## config.mk

```make
export PLATFORM = sky130hd
export DESIGN_NAME = dioc_ctrl
export DESIGN_NICKNAME = d
export VERILOG_FILES = /design/src/decimal_id_obfuscation_codec_assert.svh /design/src/dioc_pkg.sv /design/src/dioc_ctrl.sv
export SDC_FILE = /design/constraint.sdc
export NUM_CORES = 1
export LEC_CHECK = 0
export BUFFER_PORTS_ARGS = -buffer_cell sky130_fd_sc_hd__buf_2
export CAP_MARGIN = 20
export CORE_AREA = 5 5 42 44
export CTS_CLUSTER_SIZE = 30
export DETAILED_ROUTE_END_ITERATION = 8
export DIE_AREA = 0 0 47 49
export PLACE_DENSITY = 0.67
export SLEW_MARGIN = 20
export SYNTH_ARGS = -nofsm -noshare
export SYNTH_HDL_FRONTEND = slang
export SYNTH_SLANG_ARGS = --single-unit
```

## constraint.sdc

```tcl
create_clock -name aclk -period 2.7 [get_ports aclk]
set_input_delay 0.405 -clock aclk [delete_from_list [all_inputs] [get_ports aclk]]
set_output_delay 0.405 -clock aclk [all_outputs]
set_load 0.03 [all_outputs]
```

## src/decimal_id_obfuscation_codec_assert.svh

```systemverilog
// Assertion macros for the decimal id obfuscation codec.
// Depends on nothing; included by the top level.
`ifndef DECIMAL_ID_OBFUSCATION_CODEC_ASSERT_SVH
`define DECIMAL_ID_OBFUSCATION_CODEC_ASSERT_SVH
`ifndef ASSERT_OFF
`define DIOC_ASSERT(label, clk, rstn, prop, msg) \
    label: assert property (@(posedge clk) disable iff (!rstn) prop) else $error(msg);
`define DIOC_ASSERT_RST(label, clk, prop, msg) \
    label: assert property (@(posedge clk) prop) else $error(msg);
`else
`define DIOC_ASSERT(label, clk, rstn, prop, msg)
`define DIOC_ASSERT_RST(label, clk, prop, msg)
`endif
`endif

```

## src/dioc_pkg.sv

```systemverilog
// Shared types and constants of the decimal id obfuscation codec.
// No dependencies.
package dioc_pkg;
    localparam logic [63:0] TenPow19 = 64'd10000000000000000000;
    localparam logic [5:0] Sh1 = 6'd12;
    localparam logic [5:0] Sh2 = 6'd25;
    localparam logic [5:0] Sh3 = 6'd27;

    typedef enum logic [1:0] {
        REG_SECRET = 2'd0,
        REG_DIGITS = 2'd1,
        REG_MASK   = 2'd2
    } reg_index_t;

    // datapath operations, one per controller step
    typedef enum logic [3:0] {
        OP_NONE,
        OP_LOAD,
        OP_HASH,
        OP_MUL,
        OP_DIVISOR,
        OP_SPLIT,
        OP_COUNT,
        OP_COMBINE,
        OP_COMBINE2,
        OP_DEC_PREP,
        OP_DEC_SPLIT1,
        OP_DEC_SPLIT2,
        OP_DEC_FINAL,
        OP_MASK_OUT
    } op_t;

    typedef struct packed {
        op_t        op;
        logic       div_start;
        logic       mul_start;
    } dp_cmd_t;

    typedef struct packed {
        logic div_busy;
        logic mul_busy;
        logic count_done;
        logic dec_bad;
    } dp_status_t;

    // 10^e, zero for e >= 19
    function automatic logic [63:0] ten_pow(input logic [5:0] e);
        logic [63:0] p;
        case (e)
            6'd0:    p = 64'd1;
            6'd1:    p = 64'd10;
            6'd2:    p = 64'd100;
            6'd3:    p = 64'd1000;
            6'd4:    p = 64'd10000;
            6'd5:    p = 64'd100000;
            6'd6:    p = 64'd1000000;
            6'd7:    p = 64'd10000000;
            6'd8:    p = 64'd100000000;
            6'd9:    p = 64'd1000000000;
            6'd10:   p = 64'd10000000000;
            6'd11:   p = 64'd100000000000;
            6'd12:   p = 64'd1000000000000;
            6'd13:   p = 64'd10000000000000;
            6'd14:   p = 64'd100000000000000;
            6'd15:   p = 64'd1000000000000000;
            6'd16:   p = 64'd10000000000000000;
            6'd17:   p = 64'd100000000000000000;
            6'd18:   p = 64'd1000000000000000000;
            default: p = 64'd0;
        endcase
        return p;
    endfunction
endpackage

```

## src/dioc_ctrl.sv

```systemverilog
// Controller state machine sequencing the codec datapath.
// Depends on dioc_pkg.
module dioc_ctrl (
    input  logic                 aclk,
    input  logic                 aresetn,
    input  logic                 s_valid,
    input  logic                 s_cmd,
    output logic                 s_ready,
    output logic                 done,
    input  logic                 out_free,
    input  dioc_pkg::dp_status_t status,
    output dioc_pkg::dp_cmd_t    cmd
);
    typedef enum logic [3:0] {
        ST_IDLE, ST_HASH, ST_MUL, ST_DIV, ST_SPLIT, ST_COUNT, ST_COMB, ST_COMB2,
        ST_DPREP, ST_DCOUNT, ST_DS1, ST_DS2, ST_DFIN, ST_MASK, ST_DONE
    } state_t;

    state_t state_reg;
    logic   first_reg;

    always_ff @(posedge aclk) begin
        if (!aresetn) begin
            state_reg <= ST_IDLE;
            first_reg <= 1'b0;
        end else begin
            first_reg <= 1'b0;
            unique case (state_reg)
                ST_IDLE:   if (s_valid) begin
                    state_reg <= s_cmd ? ST_DPREP : ST_HASH;
                end
                ST_HASH:   begin state_reg <= ST_MUL; first_reg <= 1'b1; end
                ST_MUL:    if (!first_reg && !status.mul_busy) begin
                    state_reg <= ST_DIV; first_reg <= 1'b1;
                end
                ST_DIV:    if (!first_reg && !status.div_busy) begin
                    state_reg <= ST_SPLIT; first_reg <= 1'b1;
                end
                ST_SPLIT:  if (!first_reg && !status.div_busy) state_reg <= ST_COUNT;
                ST_COUNT:  if (status.count_done) begin
                    state_reg <= ST_COMB; first_reg <= 1'b1;
                end
                ST_COMB:   if (!first_reg && !status.mul_busy) begin
                    state_reg <= ST_COMB2; first_reg <= 1'b1;
                end
                ST_COMB2:  if (!first_reg && !status.mul_busy) state_reg <= ST_MASK;
                ST_DPREP:  state_reg <= ST_DCOUNT;
                ST_DCOUNT: if (status.count_done) begin
                    state_reg <= ST_DS1; first_reg <= 1'b1;
                end
                ST_DS1:    if (!first_reg && !status.div_busy) begin
                    state_reg <= ST_DS2; first_reg <= 1'b1;
                end
                ST_DS2:    if (!first_reg && !status.div_busy) begin
                    state_reg <= ST_DFIN; first_reg <= 1'b1;
                end
                ST_DFIN:   if (!first_reg && !status.mul_busy) state_reg <= ST_DONE;
                ST_MASK:   state_reg <= ST_DONE;
                ST_DONE:   if (out_free) state_reg <= ST_IDLE;
                default:   state_reg <= ST_IDLE;
            endcase
        end
    end

    assign s_ready = (state_reg == ST_IDLE);
    assign done    = (state_reg == ST_DONE) && out_free;

    always_comb begin
        cmd.op        = dioc_pkg::OP_NONE;
        cmd.div_start = 1'b0;
        cmd.mul_start = 1'b0;
        unique case (state_reg)
            ST_IDLE:   cmd.op = s_valid ? dioc_pkg::OP_LOAD : dioc_pkg::OP_NONE;
            ST_HASH:   cmd.op = dioc_pkg::OP_HASH;
            ST_MUL:    begin cmd.op = dioc_pkg::OP_MUL; cmd.mul_start = first_reg; end
            ST_DIV:    begin cmd.op = dioc_pkg::OP_DIVISOR; cmd.div_start = first_reg; end
            ST_SPLIT:  begin cmd.op = dioc_pkg::OP_SPLIT; cmd.div_start = first_reg; end
            ST_COUNT:  cmd.op = dioc_pkg::OP_COUNT;
            ST_COMB:   begin cmd.op = dioc_pkg::OP_COMBINE; cmd.mul_start = first_reg; end
            ST_COMB2:  begin cmd.op = dioc_pkg::OP_COMBINE2; cmd.mul_start = first_reg; end
            ST_DPREP:  cmd.op = dioc_pkg::OP_DEC_PREP;
            ST_DCOUNT: cmd.op = dioc_pkg::OP_COUNT;
            ST_DS1:    begin cmd.op = dioc_pkg::OP_DEC_SPLIT1; cmd.div_start = first_reg; end
            ST_DS2:    begin cmd.op = dioc_pkg::OP_DEC_SPLIT2; cmd.div_start = first_reg; end
            ST_DFIN:   begin cmd.op = dioc_pkg::OP_DEC_FINAL; cmd.mul_start = first_reg; end
            ST_MASK:   cmd.op = dioc_pkg::OP_MASK_OUT;
            ST_DONE:   cmd.op = dioc_pkg::OP_NONE;
            default:   cmd.op = dioc_pkg::OP_NONE;
        endcase
    end
endmodule

```

==> results.md, run 1 <==
* Worst vdd ir at 0.674 mV
* Initial Util at 0.399
* Total number of yosys warnings at 0
* Worst Tran Pin Value at 0.833 ns
* Max reg flops at 4
* Post-synthesis async set-or-reset flop share at 0
* Arrival time worst endpoint at 1.85 ns
* DRT antenna net count at 0
* Clock sinks at 5
* Core area at 1400 µm²
* Clk_lat worst skew at 0.24 ns
* Vias in the first global route at 537
* 1st-iter DRT viols at 10
* Hold path depth at 2
* CTS Hold Bufs at 0
* Final Hold Slack at 0.442 ns
* Nets at 98
* GPL Wtd Cong at 0.784
* TritonRoute pass-1 iters at 4
* Tot GR Track Use at 0.130
* Critical path required time at 2.30 ns
* Setup violations, final at 0
* CTS tree: built
* Netlist cell types at 36
* Startpoint Class: flop
* Cell Int Power at 349 µW
* Synthesized netlist cell count at 77
* Crit end category: output pin
* Storage cell area at 100 µm²
* RR Endpoint: state_reg[3]
* Port buffer count at 15
* Worst r2r src: state_reg[1]
* Synthesized cell area at 559 µm²
* Die width at 47 µm
* Most common cell after layout, fill and taps aside: buf_2
* P per Cell Area at 1210 nW/µm²
* Synth Register Bits at 5
* Postcts setup bufs at 0
* Slew headroom at 0.444
* Reg power frac at 0.290
* Antenna cells at 0
* IO Count at 17
* Fmax at 443 MHz
* RSZ-0062 raised after global routing: no
* CP max FO at 28
* Crit. Startpoint: state_reg[1]
* Static Leak at 0.000262 µW
* HP Start: aresetn
* Routed WL per cell at 13.2 µm
* Slew Limit Fails at 0
* Row cnt at 14
* Grt total ovfl at 0
* Footprint of the multi-input gates at 412 µm²
* Synth area leaders: dfxtp_1 (18%), nor2b_1 (7.8%), mux2i_1 (5.4%)
* Die H at 49 µm
* Share of the synthesized area in the top cell type at 0.179
* Number of enable flip-flop cells after synthesis at 0
* Tmin final at 2.26 ns
* Hold Crit Class: input port to flop
* Total CTS buffers at 3
* Worst reg2reg path depth at 4
* Clk pwr share at 0.116
* Max Cap Violations at 0
* Setup TNS at 0 ns
* Status: completed
* Fillcell total at 164
* Comb pwr share at 0.595
* H-Tree Depth at 1
* Sequential area share after synthesis at 0.179
* Antenna violations before repair at 0
* Setup Skew at 0.000417 ns
* Kind of critical path: flop to output pin
* Sw Share at 0.547
* Vias at 616
* First-pass GRT wire length at 2300 µm
* Total routed wirelength at 1370 µm
* P&R area growth vs syn at 13.9%
* DP HPWL at 948 µm
* R2R Setup Slk at 0.66 ns
* Synth Area per Inst at 7.26 µm²
* Reg clk slew, reported paths at 0.04 ns
* Clock Root Buffer: clkbuf_4
* Top cell type by total area after synthesis: dfxtp_1
* Final Hold Vio Count at 0
* CTS Buffer Depth at 2
* Hold endpoint: first_reg
* Post-CTS sizing at 0
* Synth Net Count at 86
* Psw at 422 µW
* DR DRC count at 0
* Largest net degree at the start of global routing at 29
* Die Area at 2300 µm²
* Share of layout cells above drive strength 1 at 0.227
* Most frequent cells in the layout: buf_2 (15), nor2b_1 (7), nor2_1 (7)
* Tcrit/Tclk final at 0.835
* Main flop type after synthesis: dfxtp_1
* Vias per Instance at 5.92
## layout make-up
type / count / area share
Clock buffer: 4 / 0.0413
Inverter: 1 / 0.00589
Multi-Input combinational cell: 63 / 0.646
Sequential cell: 5 / 0.157
Tap cell: 16 / 0.0314
Timing Repair Buffer: 15 / 0.118
## cells by family after synthesis
group | Yosys count | synth area share
flip-flops | 5 | 0.179
multiplexers | 3 | 0.0537
buffers and inverters | 9 | 0.0850
AND/OR/NAND/NOR | 35 | 0.367
AO/OA/AOI/OAI | 24 | 0.300
XOR/XNOR | 1 | 0.0157
## Yosys cell counts, types with 3 or more instances
cell type,number
dfxtp_1,5
a21oi_1,4
mux2i_1,3
nand2_1,5
nor2_1,7
o21ai_0,4
nor2b_1,7
buf_2,5
## per-layer routing
layer,track usage,up-vias,routed length [µm]
met5,0,-,0
met4,0.0599,0,16
met3,0.0332,2,69
met2,0.179,29,621
met1,0.185,269,661
li1,-,316,-
## worst max-delay path, cell delays in order, from the launching register on
cell      delay (ns)
dfxtp_1         0.86
nor2_1          0.20
a221oi_1        0.30
buf_2           0.24
## how the worst max path moves through the flow
stage / to / slack [ns] / cells past startpoint
finish: cmd[2] / 0.44 / 3
global placement: state_reg[3] / 0.72 / 4
CTS: cmd[2] / 0.48 / 3
floorplan: s_ready / 0.55 / 4
detailed placement: state_reg[3] / 0.69 / 4
global route: cmd[2] / 0.32 / 3
## through the flow
stage	worst slack [ns]	power (µW)	cells	instance area (µm²)	utilization
after floorplan	0.554	594	77	559	-
after global placement	0.722	672	100	611	0.436
after detailed placement	0.685	681	100	611	0.436
after CTS	0.479	774	104	637	0.454
after global routing	0.317	836	104	637	0.454
final	0.445	771	104	637	0.454
## power groups by stage
stage,sequential [µW],combinational (µW),clock [µW]
floorplan,127,466,0
global placement,219,453,0
detailed placement,221,460,0
CTS,219,462,92.5
global route,235,505,95.9
finish,223,459,89.4
Note: power is estimated with default switching activity, not from simulation.
==> run 2: changes to the inputs <==
clock period = 2.3 ns   (was 2.7 ns; I/O delays follow)
==> results.md, run 2 (synthesized netlist as in run 1, its figures left out) <==
* Hold endpoint: first_reg
* Tcrit/Tclk final at 0.915
* P&R area growth vs syn at 16.6%
* Max Cap Violations at 0
* Initial Util at 0.399
* H-Tree Depth at 1
* Clock Root Buffer: clkbuf_4
* Slew Limit Fails at 0
* Antenna violations before repair at 0
* Postcts setup bufs at 0
* Most frequent cells in the layout: buf_2 (15), nor2b_1 (7), nor2_1 (7)
* Clock sinks at 5
* Most common cell after layout, fill and taps aside: buf_2
* Core area at 1400 µm²
* Fmax at 475 MHz
* Pre-CTS WS at 0.428 ns
* Clk_lat worst skew at 0.25 ns
* Worst r2r src: state_reg[1]
* Final Hold Vio Count at 0
* Hold path depth at 2
* IO Count at 17
* Arrival time worst endpoint at 1.76 ns
* Final Hold Slack at 0.378 ns
* Psw at 490 µW
* Setup TNS at 0 ns
* Status: completed
* Reg power frac at 0.242
* Post-route setup slack at 0.196 ns
* Static Leak at 0.000273 µW
* Sw Share at 0.534
* Total routed wirelength at 1300 µm
* Routed WL per cell at 12.2 µm
* Max reg flops at 4
* Post-CTS sizing at 0
* Nets at 100
* Kind of critical path: flop to output pin
* DR DRC count at 0
* Comb pwr share at 0.647
* Row cnt at 14
* HP Start: aresetn
* Critical path required time at 1.96 ns
* Utilization after layout at 0.465
* Largest net degree at the start of global routing at 23
* DP HPWL at 981 µm
* CTS tree: built
* Vias in the first global route at 508
* 1st-iter DRT viols at 5
* Port buffer count at 15
* Hold Crit Class: input port to flop
* P per Cell Area at 1410 nW/µm²
* CTS Buffer Depth at 2
* Tmin final at 2.10 ns
* CP max FO at 21
* Antenna cells at 0
* RR Endpoint: state_reg[3]
* Die H at 49 µm
* DRT antenna net count at 0
* Worst vdd ir at 0.582 mV
* CTS Hold Bufs at 0
* Tot GR Track Use at 0.123
* R2R Setup Slk at 0.41 ns
* Setup violations, final at 0
* Startpoint Class: flop
* First-pass GRT wire length at 2140 µm
* Worst reg2reg path depth at 4
* Share of layout cells above drive strength 1 at 0.244
* RSZ-0062 raised after global routing: no
* Crit end category: output pin
* Total CTS buffers at 3
* Cell Int Power at 428 µW
* TritonRoute pass-1 iters at 4
* Slew headroom at 0.576
* Worst Tran Pin Value at 0.635 ns
* GPL Wtd Cong at 0.783
* Vias per Instance at 5.65
* Reg clk slew, reported paths at 0.05 ns
* Setup Skew at 0.00873 ns
* Clk pwr share at 0.110
* Die Area at 2300 µm²
* Vias at 599
* Die width at 47 µm
* Grt total ovfl at 0
## run 2: cell count changes in the layout (fill, tap and decap cells not counted)
cell,change
buf_4,+2
## run 2: worst max-delay path by stage
stage	endpoint	startpoint	cells past startpoint	slack [ns]
global route	cmd[0]	state_reg[3]	4	0.09
detailed placement	state_reg[3]	state_reg[3]	5	0.43
CTS	cmd[0]	state_reg[3]	4	0.20
global placement	cmd[0]	state_reg[3]	4	0.46
floorplan	s_ready	state_reg[1]	4	0.21
finish	cmd[0]	state_reg[3]	4	0.20
## run 2: area by class of cell
cell class                 instances  area, µm²
fill                             165        749
clock buffer                       4       26.3
timing repair buffer              17       90.1
multi-input combinational         63        412
tap                               16       20.0
sequential                         5        100
inverter                           1       3.75
## run 2: routing by layer
metal | wire length, µm | track usage | share of wire
met1 | 626 | 0.174 | 0.48
met2 | 610 | 0.176 | 0.47
met3 | 40 | 0.0221 | 0.031
met4 | 19 | 0.0553 | 0.015
met5 | 0 | 0 | 0
## run 2: through the flow
| step | std cells | instance area (µm²) | total power, µW |
|---|---|---|---|
| 6_report | 106 | 652 | 919 |
| 5_1_grt | 106 | 652 | 999 |
| 4_1_cts | 106 | 652 | 926 |
| 3_5_place_dp | 102 | 626 | 821 |
| 3_3_place_gp | 102 | 626 | 809 |
| 2_1_floorplan | 77 | 559 | 697 |
## run 2: worst max-delay path, cell delays in order (launching register included)
cell and delay (ns):
dfxtp_1 0.72, and2_1 0.34, a221oi_1 0.12, nor2b_1 0.14, buf_2 0.20
## run 2: power groups by stage
stage / Sequential, µW / Clock (µW) / Combinational (µW)
final: 223 / 101 / 595
after global placement: 220 / 0 / 589
after CTS: 221 / 103 / 602
after floorplan: 150 / 0 / 547
after detailed placement: 222 / 0 / 599
after global routing: 234 / 110 / 655
==> run 3: changes to the inputs <==
BUFFER_PORTS_ARGS = -buffer_cell sky130_fd_sc_hd__buf_4   (was -buffer_cell sky130_fd_sc_hd__buf_2)
==> results.md, run 3 (synthesized netlist as in run 1, its figures left out) <==
* Status: completed
* Reg clk slew, reported paths at 0.04 ns
* Routed WL per cell at 12.7 µm
* Fmax at 483 MHz
* Startpoint Class: flop
* Die Area at 2300 µm²
* Fillcell total at 143
* CTS Buffer Depth at 2
* Worst r2r src: state_reg[1]
* Hold endpoint: first_reg
* CTS tree: built
* Setup violations, final at 0
* CP max FO at 22
* Antenna violations before repair at 0
* Worst reg2reg path depth at 4
* Crit-path slowest cell: dfxtp_1
* Max Cap Violations at 0
* Grt total ovfl at 0
* Core area at 1400 µm²
* First-pass GRT wire length at 2260 µm
* Final Hold Slack at 0.367 ns
* CTS Hold Bufs at 0
* Slew Limit Fails at 0
* Met2 Use GR at 0.181
* Final std cells w/o fill at 106
* Share of layout cells above drive strength 1 at 0.244
* CP bufs+invs at 2
* IO Count at 17
* Total routed wirelength at 1350 µm
* Clock sinks at 5
* RSZ-0062 raised after global routing: no
* Post-placement cell area at 663 µm²
* Sw Share at 0.514
* Setup Skew at 0.000592 ns
* Arrival time worst endpoint at 1.73 ns
* Final Hold Vio Count at 0
* Total CTS buffers at 3
* Static Leak at 0.000281 µW
* Clk pwr share at 0.104
* Crit end category: output pin
* Worst Tran Pin Value at 0.631 ns
* Antenna cells at 0
* Nets at 100
* Vias at 609
* Clock Root Buffer: clkbuf_4
* Setup TNS at 0 ns
* Most common cell after layout, fill and taps aside: buf_4
* Postcts setup bufs at 0
* GPL Wtd Cong at 0.807
* Tmin final at 2.07 ns
* P per Cell Area at 1390 nW/µm²
* Most frequent cells in the layout: buf_4 (17), nor2b_1 (7), nor2_1 (7)
* Kind of critical path: flop to output pin
* Placed cells at 102
* Die H at 49 µm
* Crit-path cells: buf_4 -> or2_1 -> a21oi_1 -> a21oi_1 -> buf_4
* Largest net degree at the start of global routing at 23
* 1st-iter DRT viols at 21
* TritonRoute pass-1 iters at 4
* Die width at 47 µm
* Port buffer count at 15
* GRT met3 Usage at 0.0111
* Initial Util at 0.399
* DR DRC count at 0
* Slew headroom at 0.579
* Post-CTS sizing at 0
* Comb pwr share at 0.653
* P&R area growth vs syn at 23.3%
* H-Tree Depth at 1
* Delay-heaviest family, CP: flip-flops
* Hold Crit Class: input port to flop
* DRT antenna net count at 0
* Non-Filler Cell Area, Final at 689 µm²
* HP Start: aresetn
* R2R Setup Slk at 0.42 ns
* RR Endpoint: state_reg[3]
* Psw at 493 µW
* Grt met1 use at 0.191
* Critical path required time at 1.96 ns
* Worst vdd ir at 0.610 mV
* Tcrit/Tclk final at 0.900
* Clk_lat worst skew at 0.24 ns
* Largest stage delay on the critical path at 0.72 ns
* Max reg flops at 4
* Tot GR Track Use at 0.130
* Cell Int Power at 466 µW
* Hold path depth at 2
* Reg power frac at 0.243
* Vias in the first global route at 514
* Row cnt at 14
* Vias per Instance at 5.75
* Layer with the highest usage: met1
* DP HPWL at 964 µm
## run 3: changes by cell type in the layout (fill, tap and decap cells not counted)
cell and delta:
buf_2 -15, buf_4 +15
## run 3: final cells by class
type,count,area (µm²),share of cell area
clock buffers,4,26.3,0.0381
inverters,1,3.75,0.00544
multi-input cells,63,412,0.597
flip-flops and latches,5,100,0.145
well taps,16,20.0,0.0290
repair buffers,17,128,0.185
## run 3: worst max-delay path by stage
stage               cells after the start    startpoint  slack, ns           end
global placement                        4  state_reg[1]       0.46  state_reg[3]
detailed placement                      4  state_reg[1]       0.45  state_reg[3]
floorplan                               4  state_reg[1]       0.21       s_ready
CTS                                     5  state_reg[1]       0.23        cmd[4]
finish                                  5  state_reg[1]       0.23        cmd[4]
global route                            5  state_reg[1]       0.09        cmd[4]
## run 3: routing by layer
layer | share of wire | vias to the layer above
met5 | 0 | -
met4 | 0.0089 | 0
met3 | 0.050 | 2
met2 | 0.47 | 21
met1 | 0.47 | 271
li1 | - | 315
## run 3: power groups by stage
stage          logic (µW)  registers, µW  clock network (µW)
3_3_place_gp          621            232                   0
2_1_floorplan         547            150                   0
5_1_grt               674            247                 112
3_5_place_dp          625            232                   0
6_report              626            233                99.3
4_1_cts               630            231                 103
## run 3: through the flow
stage / power, µW / utilization / worst slack, ns
after detailed placement: 857 / 0.473 / 0.449
after CTS: 964 / 0.492 / 0.232
final: 959 / 0.492 / 0.229
after floorplan: 697 / - / 0.214
after global placement: 853 / 0.473 / 0.459
after global routing: 1030 / 0.492 / 0.0896
